File: src/hw/rtl/htfd_pkg.sv
// shared types, status codes and crc helper for the humidity/temperature frame decoder
`default_nettype none
package htfd_pkg;

	localparam int unsigned FRAME_LEN = 6;
	localparam int unsigned CNT_W     = 3;

	localparam logic [CNT_W-1:0] IDX_T_MSB   = 3'd0;
	localparam logic [CNT_W-1:0] IDX_H_MSB   = 3'd3;
	localparam logic [CNT_W-1:0] CNT_LAST    = 3'd5;
	localparam logic [CNT_W-1:0] CNT_FULL    = 3'd6;

	localparam logic [7:0] CRC_INIT = 8'hFF;
	localparam logic [7:0] CRC_POLY = 8'h31;

	localparam logic [1:0] ST_OK    = 2'd0;
	localparam logic [1:0] ST_SHORT = 2'd1;
	localparam logic [1:0] ST_CRC   = 2'd2;

	typedef struct packed {
		logic [7:0] rx_byte;
		logic       end_of_read;
		logic [6:0] sensor_address;
	} rx_req_t;

	typedef struct packed {
		logic [1:0]        status;
		logic signed [11:0] temperature_tenths;
		logic [9:0]        humidity_tenths;
		logic [6:0]        source_address;
	} res_req_t;

	typedef logic [FRAME_LEN-1:0][7:0] frame_t;

	// one byte through the crc register, msb first
	function automatic logic [7:0] crc_byte(input logic [7:0] c_in);
		logic [7:0] c;
		c = c_in;
		for (int b = 0; b < 8; b++) begin
			if (c[7]) begin
				c = {c[6:0], 1'b0} ^ CRC_POLY;
			end else begin
				c = {c[6:0], 1'b0};
			end
		end
		return c;
	endfunction

endpackage
`default_nettype wire

File: src/hw/rtl/htfd_decode.sv
// crc check and unit scaling of one complete frame
`default_nettype none
module htfd_decode (
	input  htfd_pkg::frame_t   frame,
	input  logic [7:0]         crc_t_part,
	input  logic [7:0]         crc_h_part,
	input  logic               short_frame,
	input  logic [6:0]         address,
	output htfd_pkg::res_req_t res
);
	import htfd_pkg::*;

	// floor(p / 65535) for p below 2^27: shift estimate plus one correction
	function automatic logic [10:0] div_65535(input logic [26:0] p);
		logic [10:0] q0;
		logic [16:0] r;
		q0 = p[26:16];
		r  = {1'b0, p[15:0]} + {6'd0, q0};
		return q0 + {10'd0, (r >= 17'd65535)};
	endfunction

	logic [15:0] raw_t;
	logic [15:0] raw_h;
	logic [26:0] prod_t;
	logic [26:0] prod_h;
	logic [10:0] q_t;
	logic [10:0] q_h;
	logic        crc_ok;

	assign raw_t  = {frame[0], frame[1]};
	assign raw_h  = {frame[3], frame[4]};
	assign prod_t = {11'd0, raw_t} * 27'd1750;
	assign prod_h = {11'd0, raw_h} * 27'd1000;
	assign q_t    = div_65535(prod_t);
	assign q_h    = div_65535(prod_h);
	assign crc_ok = (crc_byte(crc_t_part ^ frame[1]) == frame[2]) &&
	                (crc_byte(crc_h_part ^ frame[4]) == frame[5]);

	always_comb begin
		res.source_address     = address;
		res.status             = ST_OK;
		res.temperature_tenths = '0;
		res.humidity_tenths    = '0;
		if (short_frame) begin
			res.status = ST_SHORT;
		end else if (!crc_ok) begin
			res.status = ST_CRC;
		end else begin
			res.temperature_tenths = $signed({1'b0, q_t}) - 12'sd450;
			res.humidity_tenths    = q_h[9:0];
		end
	end

endmodule
`default_nettype wire

File: src/hw/rtl/humidity_temp_frame_decoder.sv
// top level of the humidity/temperature sensor frame decoder
// Takes one byte of a sensor read transfer per request and keeps the first six
// (temperature msb, lsb, crc, humidity msb, lsb, crc); later bytes are dropped.
// The request flagged end_of_read gives one result: short read if fewer than six
// bytes came in, crc failed if either word misses its crc-8 (poly 0x31, init 0xff),
// else temperature and humidity in tenths. A byte request is taken every cycle
// while results flow; after its closing byte a result passes the frame store,
// then crc check and scaling into the output register. The input stalls only
// while a finished frame waits behind a stalled result in the output register.
`default_nettype none
module humidity_temp_frame_decoder (
	input  logic               clk,
	input  logic               arst_n,
	input  logic               rx_valid,
	output logic               rx_stall,
	input  htfd_pkg::rx_req_t  rx,
	output logic               res_valid,
	input  logic               res_stall,
	output htfd_pkg::res_req_t res
);
	import htfd_pkg::*;

	// byte store and running state
	frame_t           frame_q;
	logic [CNT_W-1:0] count_q;
	logic [7:0]       crc_t_q;     // crc after the temperature msb
	logic [7:0]       crc_h_q;     // crc after the humidity msb

	// frame waiting for the decode stage
	logic             pend_s1;
	logic             short_s1;
	logic [6:0]       addr_s1;

	logic             res_valid_q;
	res_req_t         res_q;
	res_req_t         dec_res;

	logic             rx_take;
	logic             adv;

	// a pending frame moves to the output when the output register is free
	assign adv       = pend_s1 && (!res_valid_q || !res_stall);
	assign rx_stall  = pend_s1 && !adv;
	assign rx_take   = rx_valid && !rx_stall;
	assign res_valid = res_valid_q;
	assign res       = res_q;

	// payload only: byte store written while the frame is still filling, frame flags, output register
	always_ff @(posedge clk) begin
		if (rx_take && (count_q < CNT_FULL)) begin
			frame_q[count_q] <= rx.rx_byte;
			if (count_q == IDX_T_MSB) begin
				crc_t_q <= crc_byte(CRC_INIT ^ rx.rx_byte);
			end
			if (count_q == IDX_H_MSB) begin
				crc_h_q <= crc_byte(CRC_INIT ^ rx.rx_byte);
			end
		end
		if (rx_take) begin
			short_s1 <= (count_q < CNT_LAST);
			addr_s1  <= rx.sensor_address;
		end
		if (adv) begin
			res_q <= dec_res;
		end
	end

	// control: byte count, pending frame, result valid
	always_ff @(posedge clk or negedge arst_n) begin
		if (!arst_n) begin
			count_q     <= '0;
			pend_s1     <= 1'b0;
			res_valid_q <= 1'b0;
		end else begin
			if (rx_take) begin
				if (rx.end_of_read) begin
					count_q <= '0;
				end else if (count_q < CNT_FULL) begin
					count_q <= count_q + 3'd1;
				end
				pend_s1 <= rx.end_of_read;
			end else if (adv) begin
				pend_s1 <= 1'b0;
			end
			if (adv) begin
				res_valid_q <= 1'b1;
			end else if (!res_stall) begin
				res_valid_q <= 1'b0;
			end
		end
	end

	htfd_decode u_decode (
		.frame       (frame_q),
		.crc_t_part  (crc_t_q),
		.crc_h_part  (crc_h_q),
		.short_frame (short_s1),
		.address     (addr_s1),
		.res         (dec_res)
	);

	// byte count never runs past a full frame
	assert property (@(posedge clk) disable iff (!arst_n) count_q <= CNT_FULL)
		else $error("byte count past frame length");

	// closing byte restarts the count
	assert property (@(posedge clk) disable iff (!arst_n)
		rx_take && rx.end_of_read |=> count_q == '0)
		else $error("count not cleared after end of read");

	// input stalls only behind a pending frame
	assert property (@(posedge clk) disable iff (!arst_n) rx_stall |-> pend_s1)
		else $error("input stalled with nothing pending");

	// a moved frame shows up as a valid result
	assert property (@(posedge clk) disable iff (!arst_n) adv |=> res_valid_q)
		else $error("result lost on advance");

	// failed frames carry zero readings
	assert property (@(posedge clk) disable iff (!arst_n)
		res_valid_q && (res_q.status != ST_OK) |->
		(res_q.temperature_tenths == '0) && (res_q.humidity_tenths == '0))
		else $error("nonzero reading on failed frame");

endmodule
`default_nettype wire

File: config.mk
export PLATFORM = sky130hd
export DESIGN_NAME = humidity_temp_frame_decoder
export DESIGN_NICKNAME = d
export VERILOG_FILES = /design/src/hw/rtl/htfd_pkg.sv /design/src/hw/rtl/htfd_decode.sv /design/src/hw/rtl/humidity_temp_frame_decoder.sv
export SDC_FILE = /design/constraint.sdc
export NUM_CORES = 1
export LEC_CHECK = 0
export ABC_CLOCK_PERIOD_IN_PS = 9850
export CAP_MARGIN = 20
export CELL_PAD_IN_SITES_DETAIL_PLACEMENT = 1
export CELL_PAD_IN_SITES_GLOBAL_PLACEMENT = 2
export CORE_MARGIN = 8
export CORE_UTILIZATION = 40
export CTS_CLUSTER_DIAMETER = 40
export DETAILED_ROUTE_END_ITERATION = 6
export DONT_BUFFER_PORTS = 1
export PLACE_DENSITY_LB_ADDON = 0.1
export SLEW_MARGIN = 25
export SYNTH_ARGS = -nofsm -noshare
export SYNTH_HDL_FRONTEND = slang
export SYNTH_SLANG_ARGS = --single-unit
File: constraint.sdc
create_clock -name clk -period 9.85 [get_ports clk]
set_clock_uncertainty 0.2 [all_clocks]
set_input_delay 2.4625 -clock clk [delete_from_list [all_inputs] [get_ports clk]]
set_output_delay 2.4625 -clock clk [all_outputs]
set_load 0.02 [all_outputs]
==> flow_metrics.tcl <==
set metrics [dict create \
    status "finished clean" \
    antenna_found_initial 0 \
    hold_ws_ps 225.1 \
    drc 0 \
    synth_cell_types 84 \
    dp_hpwl_um 25570 \
    worst_pin_slew_ps 752.4 \
    maxCapViolations 0 \
    n_fill_cell 3258 \
    grt-ovfl-total 0 \
    fp.dieArea_um2 35730 \
    syn-cell-area_um2 11980 \
    die_w_um 189.0 \
    clkSinkCount 108 \
    crit_type "reg -> reg" \
    start_util_pct 40.52 \
    htreeDepth 3 \
    max_freq_mhz 106.9 \
    cts_tree "done" \
    cp-start-kind "flip-flop" \
    r2r_cells 32 \
    drtIter0Drc 330 \
    cts_buffers 9 \
    rsz0062_at_grt "no" \
    worst_hold_startpoint "addr_s1[1]$_DFFE_PP_" \
    synth_edf_count 103 \
    crit_required_ps 9740 \
    firstDrtPassIters 4 \
    ant_nets 0 \
    viasPerCell 5.252 \
    r2r-end "res[26]$_SDFFCE_PP0P_" \
    finalSetupViolations 0 \
    min_path_type "reg -> reg" \
    critPathMaxFanout 8 \
    area_delta_synth_final_pct 7.417 \
    synth_commonest_cells "179 x inv_1, 168 x ha_1, 113 x fa_1" \
    yosys.area.top_type "edfxtp_1" \
    synth_ff_type "edfxtp_1" \
    synth_top_area_share_pct 25.83 \
    syn_avg_cell_area_um2 10.72 \
    crit_path_end "res[26]$_SDFFCE_PP0P_" \
    worstSkewPairLatency_ps 360 \
    whs_path_depth 0 \
    grt_use_total_pct 16.94 \
    port_buffers 0 \
    hold_viol 0 \
    rrSetupSlack_ps 500 \
    maxSlewHeadroom_pct 48.54 \
    slowest_delay_ps 550 \
    critical_path.reg2reg.startpoint "frame_q[0]$_DFFE_PP_" \
    slowest_stage "fa_1" \
    seq_area_frac_synth_pct 26.87 \
    path_clk_slew_ps 80 \
    final_layout_size_suffix_gt1_share_pct 6.449 \
    synth_nets 1418 \
    core_area_um2 29560 \
    layout.nets 1428 \
    yosys_warnings 0 \
    fin_tns_setup_ps 0 \
    period_share_pct 94.95 \
    synthTopCellsByArea "edfxtp_1 26%, fa_1 19%, ha_1 18%" \
    vias 7993 \
    fp-row-count 63 \
    grt_pass1_wl_um 47520 \
    async_flop_share_pct 4.630 \
    die_y_um 189.0 \
    wl_um 30160 \
    place.gp.congestion 0.8328 \
    worstSetupStartpoint "frame_q[0]$_DFFE_PP_" \
    report.final.slew_viol_count 0 \
    root_buffer "clkbuf_16" \
    placed_area_um2 12500 \
    grt_pass1_vias 8529 \
    hold_buffers 0 \
    stdcell_area_um2 12860 \
    synth_seq_cells 108 \
    diodes 0 \
    yosysMostFrequentCell "inv_1" \
    grt_max_degree 23 \
    period_needed_ps 9352 \
    clock_path_buffers 2 \
    endpoint_kind "flip-flop" \
    syn_inst 1117 \
    wire_per_inst_um 19.81 \
    pin_count 53 \
    arrival_ps 9240 \
]
[per-layer routing]
layer	GRT usage [%]	up-vias	routed length (um)
li1	-	3861	-
met1	24.09	4024	15030
met2	27.53	94	14050
met3	2.355	14	818
met4	2.676	0	261
met5	0	-	0
[sequential cells by signal, indices dropped and copies added, names as in the netlist]
name,cells
frame_q,48
res,31
crc_h_q,8
crc_t_q,8
addr_s1,7
count_q,3
pend_s1,1
res_valid,1
short_s1,1
[cell usage in the layout (no fill, tap or decap), types with 21 or more instances in the layout]
cell,n
xnor2_1,93
o21ai_0,40
inv_1,179
nor2_1,48
a21o_1,21
ha_1,168
nand3_1,21
fa_1,113
nand2_1,45
edfxtp_1,103
xor2_1,32
a21oi_1,51
[critical path: cells and delay by family (launching register included)]
family,cells,cell delay [ps]
AOI/OAI and AO/OA,6,1510
buffers and inverters,2,90
DFF,1,510
xor gates and xnor gates,3,490
and+or+nand+nor,13,2660
adders and majority gates,8,3610
[worst min path at each step]
| stage | to | slack [ps] |
|---|---|---|
| finish | res[1]$_DFFE_PP_ | 230 |
| global placement | res[5]$_DFFE_PP_ | 200 |
| global route | res[1]$_DFFE_PP_ | 230 |
| floorplan | res[0]$_DFFE_PP_ | 200 |
| detailed placement | res[1]$_DFFE_PP_ | 210 |
| CTS | res[1]$_DFFE_PP_ | 230 |
[final cells by class]
| cell class | count | area (um2) | share of cell area, % |
|---|---|---|---|
| timing repair buffer | 12 | 110.1 | 0.8559 |
| multi-input combinational | 817 | 8070 | 62.73 |
| tap | 390 | 488.0 | 3.793 |
| clock buffer | 10 | 239.0 | 1.858 |
| sequential | 108 | 3218 | 25.01 |
| inverter | 179 | 671.9 | 5.223 |
| clock inverter | 6 | 67.56 | 0.5252 |
[cell families after synthesis]
kind of cell               synth area share, %
adders and majority gates                36.44
AOI/OAI and AO/OA                        11.07
and+or+nand+nor                          9.214
xor gates and xnor gates                 9.935
buffers and inverters                    6.383
muxes                                  0.08358
DFF                                      26.87
[stage by stage]
step | setup slack [ps] | utilization (%) | instances
after floorplan | 1151 | - | 1117
after detailed placement | 451.9 | 42.30 | 1506
after global placement | 587.7 | 42.19 | 1505
after global routing | 11.61 | 43.52 | 1522
after CTS | 438.3 | 43.34 | 1522
final | 497.7 | 43.52 | 1522
[timing repair]
| item | in CTS | in global routing |
|---|---|---|
| hold endpoints to repair | 0 | 0 |
| buffers inserted | 0 | 0 |
| setup endpoints to repair | 0 | 3 |
| gates resized for setup | 0 | 7 |
Power is left out: the tool's default activity adds up to more than one toggle a clock period on the data nets, which glitch-free logic cannot reach.
